[src/crc8cfr_pkg.sv]
// shared types, constants and functions of the crc-8 command frame receiver
`default_nettype none
package crc8cfr_pkg;

    // frame geometry
    localparam int FRAME_BYTES = 8;
    localparam int POS_W       = $clog2(FRAME_BYTES);
    localparam logic [POS_W-1:0] POS_HEADER   = POS_W'(0);
    localparam logic [POS_W-1:0] POS_COMMAND  = POS_W'(1);
    localparam logic [POS_W-1:0] POS_PAYLOAD0 = POS_W'(2);
    localparam logic [POS_W-1:0] CRC_LAST_POS = POS_W'(5);
    localparam logic [POS_W-1:0] POS_CRC      = POS_W'(6);
    localparam logic [POS_W-1:0] POS_TAIL     = POS_W'(FRAME_BYTES - 1);

    // crc and command codes
    localparam logic [7:0]  CRC_POLY    = 8'h07;
    localparam logic [7:0]  REBOOT_CODE = 8'hFF;
    localparam logic [31:0] SIGN_MASK   = 32'h8000_0000;

    // configuration register indexes
    localparam int CFG_ADDR_W = 3;
    localparam logic [CFG_ADDR_W-1:0] CFG_HEADER  = 3'd0;
    localparam logic [CFG_ADDR_W-1:0] CFG_TAIL    = 3'd1;
    localparam logic [CFG_ADDR_W-1:0] CFG_SET_CMD = 3'd2;
    localparam logic [CFG_ADDR_W-1:0] CFG_LOWER   = 3'd3;
    localparam logic [CFG_ADDR_W-1:0] CFG_UPPER   = 3'd4;
    localparam logic [CFG_ADDR_W-1:0] CFG_DEFAULT = 3'd5;

    // configuration register file contents
    typedef struct packed {
        logic [7:0]  header_byte;
        logic [7:0]  trailer_byte;
        logic [7:0]  set_target_code;
        logic [31:0] lower_limit;
        logic [31:0] upper_limit;
        logic [31:0] default_target;
    } t_cfg;

    // closed frame handed from the byte assembler to the decision stage
    typedef struct packed {
        logic        frame_ok;
        logic        crc_ok;
        logic [7:0]  command;
        logic [31:0] payload;
        logic        converter_on;
    } t_frame_ev;

    // one result item
    typedef struct packed {
        logic        frame_ok;
        logic        crc_ok;
        logic        reboot_request;
        logic        target_updated;
        logic [31:0] bus_target;
        logic        load_reference;
    } t_result;

    // one byte of crc-8, msb first, no reflection
    function automatic logic [7:0] crc8_byte(input logic [7:0] crc, input logic [7:0] b);
        logic [7:0] c;
        c = crc ^ b;
        for (int k = 0; k < 8; k++) begin
            c = c[7] ? ((c << 1) ^ CRC_POLY) : (c << 1);
        end
        return c;
    endfunction

    // unsigned key that sorts ieee single bits in sign-magnitude order
    function automatic logic [31:0] order_key(input logic [31:0] x);
        return x[31] ? ~x : (x | SIGN_MASK);
    endfunction

endpackage
`default_nettype wire

[src/crc8cfr_regs.sv]
// configuration register file
`default_nettype none
module crc8cfr_regs (
    input  wire logic                               i_clk,
    input  wire logic                               i_rst_n,
    input  wire logic                               i_cfg_valid,
    input  wire logic [crc8cfr_pkg::CFG_ADDR_W-1:0] i_cfg_addr,
    input  wire logic [31:0]                        i_cfg_data,
    output logic                                    o_cfg_ready,
    output crc8cfr_pkg::t_cfg                       o_cfg
);
    import crc8cfr_pkg::*;

    t_cfg r_cfg;

    // writes are always accepted
    assign o_cfg_ready = 1'b1;
    assign o_cfg       = r_cfg;

    // register writes, unknown indexes ignored
    always_ff @(posedge i_clk) begin
        if (!i_rst_n) begin
            r_cfg <= '0;
        end else if (i_cfg_valid) begin
            unique case (i_cfg_addr)
                CFG_HEADER:  r_cfg.header_byte     <= i_cfg_data[7:0];
                CFG_TAIL:    r_cfg.trailer_byte    <= i_cfg_data[7:0];
                CFG_SET_CMD: r_cfg.set_target_code <= i_cfg_data[7:0];
                CFG_LOWER:   r_cfg.lower_limit     <= i_cfg_data;
                CFG_UPPER:   r_cfg.upper_limit     <= i_cfg_data;
                CFG_DEFAULT: r_cfg.default_target  <= i_cfg_data;
                default: begin
                end
            endcase
        end
    end

endmodule
`default_nettype wire

[src/crc8cfr_frame.sv]
// byte assembler: frame position, running crc, header check and closed-frame register
`default_nettype none
module crc8cfr_frame (
    input  wire logic                    i_clk,
    input  wire logic                    i_rst_n,
    input  wire logic                    i_valid,
    input  wire logic [7:0]              i_byte,
    input  wire logic                    i_converter_on,
    input  wire crc8cfr_pkg::t_cfg       i_cfg,
    input  wire logic                    i_ev_ready,
    output logic                         o_ready,
    output logic                         o_ev_valid,
    output crc8cfr_pkg::t_frame_ev       o_ev
);
    import crc8cfr_pkg::*;

    logic [POS_W-1:0] r_pos, n_pos;
    logic [7:0]       r_crc, n_crc;
    logic             r_hdr_ok, n_hdr_ok;
    logic [7:0]       r_cmd;
    logic [31:0]      r_payload;
    logic             r_ev_valid, n_ev_valid;
    t_frame_ev        r_ev;
    logic             accept;
    logic             last_byte;
    logic [1:0]       pay_idx;

    // the tail byte needs a free slot in the event register
    assign o_ready    = (r_pos != POS_TAIL) || !r_ev_valid || i_ev_ready;
    assign accept     = i_valid && o_ready;
    assign last_byte  = (r_pos == POS_TAIL);
    assign pay_idx    = 2'(r_pos - POS_PAYLOAD0);
    assign o_ev_valid = r_ev_valid;
    assign o_ev       = r_ev;

    // position, crc and header tracking
    always_comb begin
        n_pos    = r_pos;
        n_crc    = r_crc;
        n_hdr_ok = r_hdr_ok;
        if (accept) begin
            n_pos = last_byte ? POS_HEADER : r_pos + POS_W'(1);
            if (r_pos == POS_HEADER) begin
                n_hdr_ok = (i_byte == i_cfg.header_byte);
                n_crc    = 8'h00;
            end else if (r_pos <= CRC_LAST_POS) begin
                n_crc = crc8_byte(r_crc, i_byte);
            end else if (r_pos == POS_CRC) begin
                n_crc = r_crc ^ i_byte;
            end
        end
    end

    // event slot fills on the tail byte and drains when the next stage takes it
    always_comb begin
        n_ev_valid = r_ev_valid;
        if (i_ev_ready) begin
            n_ev_valid = 1'b0;
        end
        if (accept && last_byte) begin
            n_ev_valid = 1'b1;
        end
    end

    // control state
    always_ff @(posedge i_clk) begin
        if (!i_rst_n) begin
            r_pos      <= POS_HEADER;
            r_crc      <= 8'h00;
            r_hdr_ok   <= 1'b0;
            r_ev_valid <= 1'b0;
        end else begin
            r_pos      <= n_pos;
            r_crc      <= n_crc;
            r_hdr_ok   <= n_hdr_ok;
            r_ev_valid <= n_ev_valid;
        end
    end

    // command, payload and closed frame contents
    always_ff @(posedge i_clk) begin
        if (accept) begin
            if (r_pos == POS_COMMAND) begin
                r_cmd <= i_byte;
            end else if (r_pos > POS_COMMAND && r_pos <= CRC_LAST_POS) begin
                r_payload[8*pay_idx +: 8] <= i_byte;
            end
            if (last_byte) begin
                r_ev.frame_ok     <= r_hdr_ok && (i_byte == i_cfg.trailer_byte);
                r_ev.crc_ok       <= (r_crc == 8'h00);
                r_ev.command      <= r_cmd;
                r_ev.payload      <= r_payload;
                r_ev.converter_on <= i_converter_on;
            end
        end
    end

endmodule
`default_nettype wire

[src/crc8cfr_decide.sv]
// command decision, stored target and result register
`default_nettype none
module crc8cfr_decide (
    input  wire logic                    i_clk,
    input  wire logic                    i_rst_n,
    input  wire logic                    i_ev_valid,
    input  wire crc8cfr_pkg::t_frame_ev  i_ev,
    input  wire crc8cfr_pkg::t_cfg       i_cfg,
    input  wire logic                    i_out_ready,
    output logic                         o_ev_ready,
    output logic                         o_out_valid,
    output crc8cfr_pkg::t_result         o_out
);
    import crc8cfr_pkg::*;

    logic [31:0] r_stored;
    logic        r_out_valid;
    t_result     r_out;
    t_result     n_out;
    logic        take;
    logic        frame_valid;
    logic        reboot;
    logic        update;
    logic [31:0] cand;
    logic [31:0] cand_key;
    logic        in_range;

    assign o_ev_ready  = !r_out_valid || i_out_ready;
    assign take        = i_ev_valid && o_ev_ready;
    assign o_out_valid = r_out_valid;
    assign o_out       = r_out;

    // classify the frame and pick the target
    always_comb begin
        frame_valid = i_ev.frame_ok && i_ev.crc_ok;
        reboot      = frame_valid && (i_ev.command == REBOOT_CODE);
        update      = frame_valid && !reboot && (i_ev.command == i_cfg.set_target_code);
        cand        = update ? i_ev.payload : r_stored;
        cand_key    = order_key(cand);
        in_range    = (cand_key > order_key(i_cfg.lower_limit)) &&
                      (cand_key < order_key(i_cfg.upper_limit));

        n_out.frame_ok       = i_ev.frame_ok;
        n_out.crc_ok         = i_ev.crc_ok;
        n_out.reboot_request = reboot;
        n_out.target_updated = update;
        n_out.bus_target     = reboot ? 32'h0 : (in_range ? cand : i_cfg.default_target);
        n_out.load_reference = !reboot && i_ev.converter_on;
    end

    // stored target and output valid
    always_ff @(posedge i_clk) begin
        if (!i_rst_n) begin
            r_stored    <= 32'h0;
            r_out_valid <= 1'b0;
        end else begin
            if (o_ev_ready) begin
                r_out_valid <= i_ev_valid;
            end
            if (take && update) begin
                r_stored <= i_ev.payload;
            end
        end
    end

    // result payload
    always_ff @(posedge i_clk) begin
        if (take) begin
            r_out <= n_out;
        end
    end

endmodule
`default_nettype wire

[src/crc8_command_frame_receiver.sv]
// top level of the crc-8 command frame receiver
//
// Received bytes enter on s_axis, one byte per item with the converter-on flag
// in s_axis_tuser. Every eighth byte closes a frame (header, command, four
// little-endian payload bytes, crc-8 poly 0x07 over bytes 1..5, tail); there is
// no resynchronization. Each frame yields one result item on m_axis carrying
// the chosen bus voltage target in tdata and the status flags in tuser.
// Registers are written through the cfg channel, one write per cycle; the user
// must write them only while the block is idle, which the block does not check.
// Throughput: one byte per cycle while the tail byte is not held off. A closed
// frame passes the event register and then the result register, with the target
// compare between those two, before m_axis_tvalid rises.
// While a result waits on m_axis_tready the first seven bytes of the next frame
// are still taken; its tail byte is held off only while both the event register
// and the result register are full.
// Synchronous reset clears position, crc, registers, stored target and the
// event and output valids; a frame or result in flight at reset is dropped.
`default_nettype none
module crc8_command_frame_receiver (
    input  wire logic                               i_clk,
    input  wire logic                               i_rst_n,
    // input stream
    input  wire logic                               s_axis_tvalid,
    output logic                                    s_axis_tready,
    input  wire logic [7:0]                         s_axis_tdata,  // [7:0] rx_byte
    input  wire logic                               s_axis_tuser,  // [0] converter_on
    // result stream
    output logic                                    m_axis_tvalid,
    input  wire logic                               m_axis_tready,
    output logic [31:0]                             m_axis_tdata,  // [31:0] bus_target
    // [0] frame_ok, [1] crc_ok, [2] reboot_request, [3] target_updated,
    // [4] load_reference
    output logic [4:0]                              m_axis_tuser,
    // configuration writes
    input  wire logic                               i_cfg_valid,
    output logic                                    o_cfg_ready,
    input  wire logic [crc8cfr_pkg::CFG_ADDR_W-1:0] i_cfg_addr,
    input  wire logic [31:0]                        i_cfg_data
);
    import crc8cfr_pkg::*;

    t_cfg      cfg;
    t_frame_ev ev;
    logic      ev_valid;
    logic      ev_ready;
    t_result   res;

    // register file
    crc8cfr_regs u_regs (
        .i_clk       (i_clk),
        .i_rst_n     (i_rst_n),
        .i_cfg_valid (i_cfg_valid),
        .i_cfg_addr  (i_cfg_addr),
        .i_cfg_data  (i_cfg_data),
        .o_cfg_ready (o_cfg_ready),
        .o_cfg       (cfg)
    );

    // byte assembler
    crc8cfr_frame u_frame (
        .i_clk          (i_clk),
        .i_rst_n        (i_rst_n),
        .i_valid        (s_axis_tvalid),
        .i_byte         (s_axis_tdata),
        .i_converter_on (s_axis_tuser),
        .i_cfg          (cfg),
        .i_ev_ready     (ev_ready),
        .o_ready        (s_axis_tready),
        .o_ev_valid     (ev_valid),
        .o_ev           (ev)
    );

    // decision and result register
    crc8cfr_decide u_decide (
        .i_clk       (i_clk),
        .i_rst_n     (i_rst_n),
        .i_ev_valid  (ev_valid),
        .i_ev        (ev),
        .i_cfg       (cfg),
        .i_out_ready (m_axis_tready),
        .o_ev_ready  (ev_ready),
        .o_out_valid (m_axis_tvalid),
        .o_out       (res)
    );

    // result packing
    assign m_axis_tdata = res.bus_target;
    assign m_axis_tuser = {res.load_reference, res.target_updated, res.reboot_request,
                           res.crc_ok, res.frame_ok};

endmodule
`default_nettype wire

[config.mk]
export PLATFORM = sky130hd
export DESIGN_NAME = crc8_command_frame_receiver
export DESIGN_NICKNAME = d
export VERILOG_FILES = /design/src/crc8cfr_pkg.sv /design/src/crc8cfr_regs.sv /design/src/crc8cfr_frame.sv /design/src/crc8cfr_decide.sv /design/src/crc8_command_frame_receiver.sv
export SDC_FILE = /design/constraint.sdc
export NUM_CORES = 1
export LEC_CHECK = 0
export ABC_AREA = 1
export BUFFER_PORTS_ARGS = -buffer_cell sky130_fd_sc_hd__clkbuf_2
export CORE_MARGIN = 2
export CORE_UTILIZATION = 34
export DETAILED_ROUTE_END_ITERATION = 8
export GPL_ROUTABILITY_DRIVEN = 1
export GPL_TIMING_DRIVEN = 0
export PLACE_DENSITY = 0.57
export SYNTH_ARGS = -nofsm -noshare
export SYNTH_HDL_FRONTEND = slang
export SYNTH_HIERARCHICAL = 1
export SYNTH_SLANG_ARGS = --single-unit
[constraint.sdc]
create_clock -name i_clk -period 10.5 [get_ports i_clk]
set_clock_uncertainty 0.05 [all_clocks]
set_input_delay 0.525 -clock i_clk [delete_from_list [all_inputs] [get_ports i_clk]]
set_output_delay 0.525 -clock i_clk [all_outputs]
set_load 0.03 [all_outputs]
* Yosys cells after proc, flatten, opt, wreduce, memory -nomap -nowiden
Cells that the tools add are included.
Word-level totals: flip-flop bits (word level) 286, latch bits 0, memory bits (writable) 0, ROM bits 0, bits of input ports 49, output and inout port bits 40, word-level logic and storage cells 114, memories kept 0
Operators by class: add/subtract/negate cells 3, $mul 0, div/mod/pow operators 0, order comparisons 4, eq/ne operators 13, shift-type cells 2, muxes and demuxes 20, bitwise operators 13, reductions and logical operators 34
Operators with widths (count):
- $mux 32 | 5
- $not 32->32 | 3
- $neg 5->34 | 1
- $shift 8x34->32 const A | 1
- $shiftx 8x34->32 | 1
- $bwmux 32 | 1
- $gt 32x32->1 | 1
- $lt 32x32->1 | 1
- $mux 3 | 9
- $eq 8x8->1 | 3
- $mux 8 | 3
- $not 3->3 | 8
- $reduce_and 2->1 | 10
- $eq 3x3->1 const B | 4
- $logic_and 1x1->1 | 12
- $eq 8x8->1 const B | 1
- $logic_not 8->1 | 1
- $xor 8x8->8 | 1
- $eq 3x1->1 const B | 2
- $eq 3x2->1 const B | 2
- $logic_not 3->1 | 2
- $add 3x1->3 const B | 1
- $gt 3x1->1 const B | 1
- $le 3x3->1 const B | 1
- 9 further kinds | 14

* Logic depth before layout (Yosys ltp)
Gate-level depths: netlist (run 1).
depth after elaboration 19, depth in mapped cells 26, gate-level depth less buffers 24

* Modules after synthesis
The synthesis (run 1) kept the hierarchy.
Modules (own cells, without submodules):
- crc8cfr_decide | times used 1, cells each 783, area each 5821.8 µm², sequential area each 1771.7 µm²
- crc8cfr_regs | times used 1, cells each 701, area each 4783.3 µm², sequential area each 2402.3 µm²
- crc8cfr_frame | times used 1, cells each 330, area each 4022.6 µm², sequential area each 2752.6 µm²

* Worst setup path before layout (run 1)
No wires, ideal clock.
kind register -> register, start register u_frame.r_ev (netlist bit u_frame/o_ev[38]), end register u_decide.r_out (netlist bit u_decide/o_out[5]), data pin, setup time 0.253 ns, arrival time 3.477 ns, required time 10.197 ns, setup slack 6.720 ns, stages on the path, launching flop included 21, path buffers 2, clock period less this slack 3.780 ns, path through edfxtp_1 -> nand2_1 -> nor2_1 -> nand2_1 -> inv_1 -> nor2_1 -> nand3_1 -> nand2_1 -> buf_1 -> xor2_1 -> ha_1 -> nand2_1 -> nor4_1 -> nand3_1 -> o21ai_0 -> o211ai_1 -> nor3_2 -> nand2_2 -> buf_2 -> nor2_1 -> nor2_1
On the way: longest elaborated chain between the ends 11, elaborated cells on any way between the ends 13, those cells by class order compare: 2; eq/ne: 2; mux: 3; bitwise: 1; reduce/logical: 5
RTL lines:
- start, declared | RTL line crc8cfr_frame.sv:23 | t_frame_ev r_ev;
- $eq 8x8->1 | RTL line crc8cfr_decide.sv:36 | reboot = frame_valid && (i_ev.command == REBOOT_CODE);
- $logic_and 1x1->1 | RTL line crc8cfr_decide.sv:36
- $logic_not 1->1 | RTL line crc8cfr_decide.sv:37 | update = frame_valid && !reboot && (i_ev.command == i_cfg.set_target_code);
- $logic_and 1x1->1 (2 in series) | RTL line crc8cfr_decide.sv:37
- $mux 32 | RTL line crc8cfr_decide.sv:38 | cand = update ? i_ev.payload : r_stored;
- $not 32->32 | RTL line crc8cfr_pkg.sv:70 | return x[31] ? ~x : (x | SIGN_MASK);
- $mux 32 | RTL line crc8cfr_pkg.sv:70
- $gt 32x32->1 / $lt 32x32->1 (equally long branches) | RTL line crc8cfr_decide.sv:40, crc8cfr_decide.sv:41
- $logic_and 1x1->1 | RTL line crc8cfr_decide.sv:40 | in_range = (cand_key > order_key(i_cfg.lower_limit)) &&
- $mux 32 | RTL line crc8cfr_decide.sv:47 | n_out.bus_target = reboot ? 32'h0 : (in_range ? cand : i_cfg.default_target);
- end signal, assigned | RTL line crc8cfr_decide.sv:69 | r_out <= n_out;
- end, declared | RTL line crc8cfr_decide.sv:18 | t_result r_out;
Several ways; a longest one is shown, not always the timed one. A chain may end at the register's enable or synchronous reset.

* Worst setup path after layout (run 1)
start register u_frame.r_ev (netlist bit u_frame/o_ev[42]), end register u_decide.r_out (netlist bit u_decide/o_out[11]), data pin
On the way: longest elaborated chain between the ends 11, elaborated cells on any way between the ends 12, those cells by class order compare: 2; mux: 3; bitwise: 1; reduce/logical: 6
RTL lines:
- $logic_and 1x1->1 (*) | RTL line crc8cfr_decide.sv:35 | frame_valid = i_ev.frame_ok && i_ev.crc_ok;
- $logic_and 1x1->1 | RTL line crc8cfr_decide.sv:36
- $logic_not 1->1 | RTL line crc8cfr_decide.sv:37
- $logic_and 1x1->1 (2 in series) | RTL line crc8cfr_decide.sv:37
- $mux 32 | RTL line crc8cfr_decide.sv:38
- $not 32->32 | RTL line crc8cfr_pkg.sv:70
- $mux 32 | RTL line crc8cfr_pkg.sv:70
- $gt 32x32->1 / $lt 32x32->1 (equally long branches) | RTL line crc8cfr_decide.sv:40, crc8cfr_decide.sv:41
- $logic_and 1x1->1 | RTL line crc8cfr_decide.sv:40
- $mux 32 | RTL line crc8cfr_decide.sv:47
Every way passes the cells marked *; elsewhere a longest branch is shown, timed or not.

==> run metrics, run 1 <==
global placement routability congestion 0.907; CP cell instances nand2_1, inv_1, nand2_1, nor2_1, nand2_1, nor2_1, nand3_1, nand2_1, buf_1, xor2_1, ha_1, nand2_1, nor4_1, nand3_1, o21ai_0, o211ai_1, nor3_2, nand2_2, buf_2, nor2_1, nor2_1; CTS Hold Bufs 0; clock sinks 286; Sequential Power Share 44.2%; R2R Setup Slk 5.39 ns; clk root buf clkbuf_16; Synth area leaders edfxtp_1 (25%), dfxtp_1 (23%), nor2_1 (11%); drt total wl 41,200 µm; synthesized area between 10,000 and 15,000 µm²; most common flop cell mapped by yosys dfxtp_1; drc violations 0; Max Clk Rate between 150 and 200 MHz; row cnt between 70 and 80; slack of the critical path approximately 5.4 ns; Synth area leader edfxtp_1; share of the synthesized area in the top cell type 24.6%; Net Sw Frac between 20% and 30%; vias after detailed routing 12,167; async set-or-reset flop fraction in the synthesized netlist 0%; pre-CTS setup slack 5.47 ns; placement-stage cell area around 16,000 µm²; Worst Path Arrival about 5.3 ns; Final setup viols 0; clk slew on worst S/H paths 0.06 ns; CP max FO 10; Period minus WS final slightly above 5 ns; P_int slightly above 0.002 W; CP endpoint kind register; slowest CP cell buf_1; initial antenna violation count 0; Post-synth EDFFs 120; number of global-route vias before repair 11,687; CP Class reg -> reg; synthesized net count 1,931; DP HPWL 31,100 µm; NetSw 0.000682 W; LEAKAGE 7.47 nW; CP startpoint kind register; CP max stage delay around 0.64 ns; Iter 0 DRT Violations 852; TritonCTS clock tree yes; IO Pins 89; Yosys reg bits 286; layout cells sized above 1 11.3%; Final Hold Fails 0; Max Slew Vio Count 0; max_cap viols 0; Comb pwr share 10.8%; RSZ-0062 raised after global routing false; Routed Antenna Nets 0; DR pass1 iterations 5; Die Y 211 µm; DIE WIDTH between 200 and 250 µm; Num CTS Buffers 35; Post-Syn Instances 1,814; library cells used by synthesis 52; setup repair bufs after CTS 0; peak supply drop 0.000125 V; initial core utilization 34.6%; Clock Latency Late Sink 0.53 ns; total global routing overflow 0; most frequent cell after synthesis nor2_1; I/O Buffers 87; CTS resizes 0; crit-path most repeated cell nand2_1; diodes inserted 0; power per cell area 160 nW/µm²; first-pass GRT wire length 63,500 µm; H-Tree Depth 2; clk buf depth 3; Yosys warning total 6; Post-synth top cells nor2_1 (414), nand2_1 (334), dfxtp_1 (166); sequential fraction of the synthesis area 47.4%; die area about 45,000 µm²; Crit path required time 10.70 ns; Slew HR 43.0%; Hold Slack 0.156 ns; final worst-path cycle share 48.6%; Total Nets Final 2,057; Avg Cell Area, Syn 8.06 µm²; Layout area overhead 16.0%; core area 42,200 µm²; largest net degree at the start of global routing 36; status complete, no violations; Clock power frac 45.0%; All-Layer GR Usage 18.5%; fin area 17,000 µm²; Worst-Margin Slew 0.851 ns; wire length per cell after detailed routing 16.4 µm; Hold WC Path Type in -> reg; setup TNS 0 ns; routed vias/inst between 4 and 5
worst max-delay path, delay by kind of cell, from the launching register on:
kind	cells	cell delay (ns)
buffers and inverters	3	0.95
AND/OR/NAND/NOR	14	2.49
AO/OA/AOI/OAI	2	0.33
flip-flops	1	0.38
XOR/XNOR	1	0.27
adder cells (fa/ha/maj)	1	0.35
power groups by stage:
stage | logic, W | registers (W) | clock network (W)
floorplan | 0.000205 | 0.00122 | 0
detailed placement | 0.000290 | 0.00123 | 0
global route | 0.000332 | 0.00121 | 0.00130
CTS | 0.000292 | 0.00120 | 0.00126
finish | 0.000294 | 0.00120 | 0.00122
global placement | 0.000285 | 0.00123 | 0
layout by cell type (no fill, tap or decap), types with 35 or more instances in the layout:
cell type and instances:
ha_1 68, a21oi_1 73, nand3_1 151, clkbuf_16 36
xnor2_1 76, xor2_1 35, clkbuf_2 87, dfxtp_1 166
clkbuf_1 35, nand2_1 334, nor2_1 414, a211oi_1 35
edfxtp_1 120, buf_2 35, inv_1 150
worst paths after layout:
kind                                                 startpoint                          endpoint  cells after the start
worst max-delay path                 u_frame/o_ev[42]$_DFFE_PP_  u_decide/o_out[11]$_SDFFCE_PP0P_                     21
worst min-delay path                               s_axis_tuser         u_frame/o_ev[0]$_DFFE_PP_                      1
worst max register to register       u_frame/o_ev[42]$_DFFE_PP_  u_decide/o_out[11]$_SDFFCE_PP0P_                     21
worst min register to register  u_frame/r_payload[10]$_DFFE_PP_        u_frame/o_ev[11]$_DFFE_PP_                      0
registers in the layout, summed over array words and instances (netlist names):
signal / cells
u_frame/o_ev: 43
u_frame/r_payload: 32
u_frame/r_hdr_ok: 1
u_frame/r_pos: 3
u_decide/r_stored: 32
u_frame/o_ev_valid: 1
u_decide/o_out_valid: 1
u_frame/r_cmd: 8
u_frame/r_crc: 8
u_regs/o_cfg: 120
u_decide/o_out: 37
metrics by stage:
stage / util (%) / instances / power, W
2_1_floorplan: - / 1814 / 0.00143
3_3_place_gp: 37.3 / 2440 / 0.00151
3_5_place_dp: 37.4 / 2442 / 0.00152
4_1_cts: 40.2 / 2506 / 0.00275
5_1_grt: 40.2 / 2506 / 0.00283
6_report: 40.2 / 2506 / 0.00272
area by class of cell:
cell class                 count  area (µm²)
timing repair buffer          89         475
multi-input combinational   1278        6680
clock inverter                14         161
clock buffer                  50        1020
fill                        4361       25300
inverter                     166         626
tap                          539         674
buffer                        84         393
sequential                   286        6930
kinds of logic (layout without fill, tap and decap cells):
logic type                 Yosys count  count (layout)  share of synthesized area (%)
AOI/OAI and AO/OA                  139             139                           5.88
xor gates and xnor gates           115             115                           7.09
adders and majority gates           68              68                           5.82
buffers and inverters              250             403                           6.96
DFF                                286             286                           47.4
other                                1               1                         0.0256
and+or+nand+nor                    955             955                           26.9
metal layers:
metal,wire [µm],global-route usage (%)
met1,18800,25.0
met2,18100,29.4
met3,2690,3.26
met4,1560,7.26
met5,0,0
No activity file was read; power rests on OpenSTA's default activity.
==> run 2, diff against run 1 <==
PLACE_DENSITY = 0.58   (was 0.57)
clock period = 4.5 ns   (was 10.5 ns; I/O delays follow)
==> run metrics, run 2 (same netlist as run 1, synthesis figures left out) <==
status complete, no violations (unchanged); CP Class reg -> reg (unchanged); CP endpoint kind register (unchanged); Clock power frac 44.2% (was 45.0%); global placement routability congestion 0.891 (was 0.907); Sequential Power Share 44.6% (was 44.2%); final worst-path cycle share 95.5% (was 48.6%); H-Tree Depth 2 (unchanged); CP startpoint kind register (unchanged); Clock Latency Late Sink 0.52 ns (was 0.53 ns); Period minus WS final 4.30 ns (was 5.11 ns); first-pass GRT wire length 64,200 µm (was 63,500 µm); Max Slew Vio Count 0 (unchanged); diodes inserted 0 (unchanged); setup TNS 0 ns (unchanged); power per cell area 365 nW/µm² (was 160 nW/µm²); wire length per cell after detailed routing 16.5 µm (was 16.4 µm); Slew HR 45.0% (was 43.0%); max reg flops 120 (unchanged); TritonCTS clock tree yes (unchanged); NetSw 0.00158 W (was 0.000682 W); Iter 0 DRT Violations 940 (was 852); Crit path required time 4.71 ns (was 10.70 ns); Net Sw Frac 25.2% (was 25.1%); Hold WC Path Type in -> reg (unchanged); peak supply drop 0.000269 V (was 0.000125 V); filler instances 4,253 (was 4,361); CP max FO 10 (unchanged); multi-input logic area 6870 µm² (was 6680 µm²); layout cells sized above 1 13.1% (was 11.3%); DP HPWL 30,800 µm (was 31,100 µm); I/O Buffers 87 (unchanged); vias after detailed routing 12,258 (was 12,167); Reg area 6930 µm² (unchanged); setup repair bufs after CTS 0 (unchanged); routed vias/inst 4.87 (was 4.86); All-Layer GR Usage 18.6% (was 18.5%); most frequent cells in the layout nor2_1 (404), nand2_1 (334), dfxtp_1 (166) (was nor2_1 (414), nand2_1 (334), dfxtp_1 (166)); number of global-route vias before repair 11,761 (was 11,687); IO Pins 89 (unchanged); commonest non-fill, non-tap cell in the layout nor2_1 (unchanged); total global routing overflow 0 (unchanged); DIE WIDTH 211 µm (unchanged); drc violations 0 (unchanged); Max Clk Rate 233 MHz (was 196 MHz); row cnt 75 (unchanged); Worst-Margin Slew 0.825 ns (was 0.851 ns); Final setup viols 0 (unchanged); Layout area overhead 17.8% (was 16.0%); core area 42,200 µm² (unchanged); DR pass1 iterations 5 (unchanged); Comb pwr share 11.2% (was 10.8%); Routed Antenna Nets 0 (unchanged); die area 44,700 µm² (unchanged); Num CTS Buffers 34 (was 35); initial antenna violation count 0 (unchanged); Final Hold Fails 0 (unchanged); clk slew on worst S/H paths 0.06 ns (about the same); clk buf depth 3 (unchanged); largest net degree at the start of global routing 42 (was 36); drt total wl 41,400 µm (was 41,200 µm); initial core utilization 34.6% (unchanged); Final Non-Filler Cells 2,515 (was 2,506); Worst Path Arrival 4.50 ns (was 5.30 ns); LEAKAGE 7.52 nW (was 7.47 nW); Die Y 211 µm (unchanged); P_int 0.00470 W (was 0.00204 W); max_cap viols 0 (unchanged); Total Nets Final 2,067 (was 2,057); clock sinks 286 (unchanged); Placed Cells 2,442 (unchanged); clk root buf clkbuf_16 (unchanged)
run 2: critical path: stages, from the launching register on:
cell and delay, ns:
edfxtp_1 0.40, xnor2_1 0.18, nand2_1 0.11, and2b_1 0.29, nand2_4 0.11, buf_2 0.25, a21oi_1 0.52, xor2_1 0.22
ha_1 0.34, nand2_1 0.06, o21ai_0 0.16, a21oi_1 0.11, o21ai_0 0.15, o211ai_1 0.13, nor3_2 0.25, nand2_4 0.16
buf_2 0.22, nor2_1 0.19, nor2_1 0.11
run 2: what timing repair did:
item,CTS,global route
hold endpoints to repair,11,0
pin swaps,0,0
hold buffers,11,0
endpoints found under the setup margin,32,32
gates resized for setup,16,45
run 2: area by class of cell:
type                            count  share of cell area (%)
Sequential cell                   286                    40.2
Multi-Input combinational cell   1278                    39.9
Clock buffer                       52                    5.99
Tap cell                          539                    3.91
Inverter                          166                    3.63
Timing Repair Buffer              100                    3.40
Buffer                             84                    2.39
Clock inverter                     10                   0.581
run 2: final timing paths:
| check | start | to | slack [ns] | depth (start not counted) |
|---|---|---|---|---|
| min | i_cfg_data[11] | u_regs/o_cfg[75]$_SDFFE_PN0P_ | 0.03 | 5 |
| max | u_frame/o_ev[36]$_DFFE_PP_ | u_decide/o_out[8]$_SDFFCE_PP0P_ | 0.20 | 18 |
| min reg2reg | u_frame/r_payload[2]$_DFFE_PP_ | u_frame/o_ev[3]$_DFFE_PP_ | 0.37 | 0 |
| max reg2reg | u_frame/o_ev[36]$_DFFE_PP_ | u_decide/o_out[8]$_SDFFCE_PP0P_ | 0.20 | 18 |
run 2: per-stage QoR:
stage | power, W | util (%) | setup WS [ns] | hold slack [ns] | area (µm²)
floorplan | 0.00333 | - | 0.720 | 0.273 | 14600
global placement | 0.00352 | 37.3 | -0.430 | 0.350 | 15700
detailed placement | 0.00354 | 37.4 | -0.489 | 0.355 | 15800
CTS | 0.00633 | 40.4 | 0.0252 | 0.0107 | 17100
global route | 0.00655 | 40.8 | -0.00820 | 0.0567 | 17200
finish | 0.00629 | 40.8 | 0.202 | 0.0266 | 17200
run 2: layer usage:
layer  routed length (µm)  up-vias  track usage (%)  share of wire, %
met2                18000      346             29.2                43
met3                 2430       88             2.55               5.9
met4                 1590        0             7.33               3.8
li1                     -     6108                -                 -
met1                19400     5716             26.0                47
met5                    0        -                0                 0
run 2: power groups by stage:
| stage | combinational (W) | clock, W | sequential [W] |
|---|---|---|---|
| CTS | 0.000688 | 0.00284 | 0.00281 |
| global placement | 0.000666 | 0 | 0.00286 |
| finish | 0.000701 | 0.00278 | 0.00281 |
| floorplan | 0.000477 | 0 | 0.00285 |
| global route | 0.000787 | 0.00295 | 0.00281 |
| detailed placement | 0.000675 | 0 | 0.00286 |
==> run 3, diff against run 2 <==
CELL_PAD_IN_SITES_DETAIL_PLACEMENT = 1   (was default)
CELL_PAD_IN_SITES_GLOBAL_PLACEMENT = 2   (was default)
CORE_UTILIZATION = 33   (was 34)
PLACE_DENSITY = 0.82   (was 0.58)
clock period = 3.7 ns   (was 4.5 ns; I/O delays follow)
==> run metrics, run 3 (same netlist as run 1, synthesis figures left out) <==
die area 46,000 µm² (was 44,700 µm²); commonest non-fill, non-tap cell in the layout nor2_1 (unchanged); DR pass1 iterations 5 (unchanged); TritonCTS clock tree yes (unchanged); vias after detailed routing 12,711 (was 12,258); clk root buf clkbuf_16 (unchanged); Period minus WS final 4.03 ns (was 4.30 ns); IO Pins 89 (unchanged); clk buf depth 3 (unchanged); All-Layer GR Usage 20.8% (was 18.6%); Iter 0 DRT Violations 685 (was 940); core area 44,000 µm² (was 42,200 µm²); Die Y 215 µm (was 211 µm); Worst Path Arrival 4.29 ns (was 4.50 ns); diodes inserted 0 (unchanged); row cnt 77 (was 75); failing checks negative setup slack; Final Hold Fails 0 (unchanged); clk slew on worst S/H paths 0.06 ns (about the same); status complete, but fails checks (was complete, no violations); global placement routability congestion 0.841 (was 0.891); max reg flops 120 (unchanged); layout cells sized above 1 19.9% (was 13.1%); Num CTS Buffers 36 (was 34); largest net degree at the start of global routing 44 (was 42); power per cell area 428 nW/µm² (was 365 nW/µm²); DIE WIDTH 215 µm (was 211 µm); fin area 18,900 µm² (was 17,200 µm²); CP startpoint kind register (unchanged); max_cap viols 0 (unchanged); wire length per cell after detailed routing 18.4 µm (was 16.5 µm); final design utilization 42.8% (was 40.8%); initial core utilization 33.2% (was 34.6%); CP Class reg -> reg (unchanged); Worst-Margin Slew 0.982 ns (was 0.825 ns); filler instances 5,249 (was 4,253); total global routing overflow 0 (unchanged); routed vias/inst 4.82 (was 4.87); most frequent cells in the layout nor2_1 (354), nand2_1 (327), dfxtp_1 (165) (was nor2_1 (404), nand2_1 (334), dfxtp_1 (166)); multi-input logic area 7540 µm² (was 6870 µm²); Hold WC Path Type in -> reg (unchanged); peak supply drop 0.000282 V (was 0.000269 V); Max Clk Rate 248 MHz (was 233 MHz); Clock Latency Late Sink 0.56 ns (was 0.52 ns); Max Slew Vio Count 0 (unchanged); Layout area overhead 29.0% (was 17.8%); Reg area 6930 µm² (about the same); H-Tree Depth 2 (unchanged); placement-stage cell area 15,800 µm² (about the same); drt total wl 48,600 µm (was 41,400 µm); CP max FO 10 (unchanged); CP endpoint kind register (unchanged); Hold Slack 0.0432 ns (was 0.0266 ns); clock sinks 286 (unchanged); DP HPWL 34,800 µm (was 30,800 µm); drc violations 0 (unchanged); slack of the critical path -0.328 ns (was 0.202 ns); LEAKAGE 7.99 nW (was 7.52 nW); RSZ-0062 raised after global routing true; first-pass GRT wire length 73,500 µm (was 64,200 µm); Routed Antenna Nets 0 (unchanged); final worst-path cycle share 109% (was 95.5%); Crit path required time 3.96 ns (was 4.71 ns); Slew HR 34.5% (was 45.0%); initial antenna violation count 1 (was 0); pre-CTS setup slack -1.40 ns (was -0.489 ns); Total Nets Final 2,136 (was 2,067); number of global-route vias before repair 12,950 (was 11,761); I/O Buffers 87 (unchanged); Final setup viols 32 (was 0)
run 3: cell count changes in the layout (fill, tap and decap cells not counted), moves of 19 or more:
cell           previous run  this run
dlygate4sd3_1            11        34
buf_4                     3        37
xor2_1                   35        10
xor2_2                    2        27
a21oi_4                   8        27
nor2_1                  404       354
nor2_2                   13        45
run 3: critical path: stages, from the launching register on:
cell and delay, ns:
edfxtp_1 0.46, nand2_1 0.09, nor2_1 0.04, nand2_1 0.10, nand2_2 0.08, nor2_4 0.19, nand2_8 0.08, buf_12 0.15
buf_8 0.15, nor2_4 0.12, a21oi_4 0.06, xor2_2 0.20, ha_1 0.34, nand2_2 0.08, o21ai_1 0.13, nand4_1 0.11
o211ai_1 0.13, nand2_1 0.10, o21ai_1 0.10, o211ai_1 0.12, nor3_2 0.20, buf_4 0.17, nand2_8 0.11, buf_12 0.18
nor2_2 0.12, nor2_2 0.08
run 3: worst paths after layout:
kind	endpoint	start	cells past startpoint	slack (ns)
hold reg to reg	u_frame/o_ev[34]$_DFFE_PP_	u_frame/r_cmd[1]$_DFFE_PP_	0	0.37
setup reg to reg	u_decide/o_out[32]$_SDFFCE_PP0P_	u_frame/o_ev[38]$_DFFE_PP_	25	-0.33
setup / recovery	u_decide/o_out[32]$_SDFFCE_PP0P_	u_frame/o_ev[38]$_DFFE_PP_	25	-0.33
hold / removal	u_frame/o_ev_valid$_SDFFE_PN0P_	i_rst_n	3	0.04
run 3: repair_timing:
| action | in CTS | in global routing |
|---|---|---|
| setup endpoints to repair | 32 | 32 |
| pin swaps | 16 | 23 |
| hold buffers | 34 | 0 |
| hold endpoints to repair | 69 | 0 |
| gates cloned | 3 | 4 |
| resized for setup | 188 | 49 |
| setup buffers | 29 | 9 |
run 3: routing by layer:
layer  GRT usage [%]  part of all wire (%)
met5               0                     0
met4            5.19                   2.0
met3            3.12                   3.9
met2            36.0                    48
met1            27.2                    46
run 3: cell type report:
cell class / count / share of cell area, %
inverter: 166 / 3.32
tap: 592 / 3.93
buffer: 84 / 3.09
sequential: 286 / 36.7
clock inverter: 24 / 1.51
timing repair buffer: 166 / 6.47
clock buffer: 42 / 5.00
multi-input combinational: 1279 / 40.0
run 3: where the power goes:
part | leakage (nW) | switching (W) | total [W] | internal [W]
combinational | 4.94 | 0.000631 | 0.000991 | 0.000360
clock | 0.601 | 0.00147 | 0.00368 | 0.00220
sequential | 2.45 | 0.0000482 | 0.00341 | 0.00336
run 3: stage by stage:
step                cells  power [W]  TNS, ns
global route         2639    0.00841   -18.22
detailed placement   2494    0.00434   -41.56
global placement     2493    0.00430   -40.07
finish               2639    0.00808    -9.34
CTS                  2626    0.00812    -7.14
floorplan            1814    0.00405        0
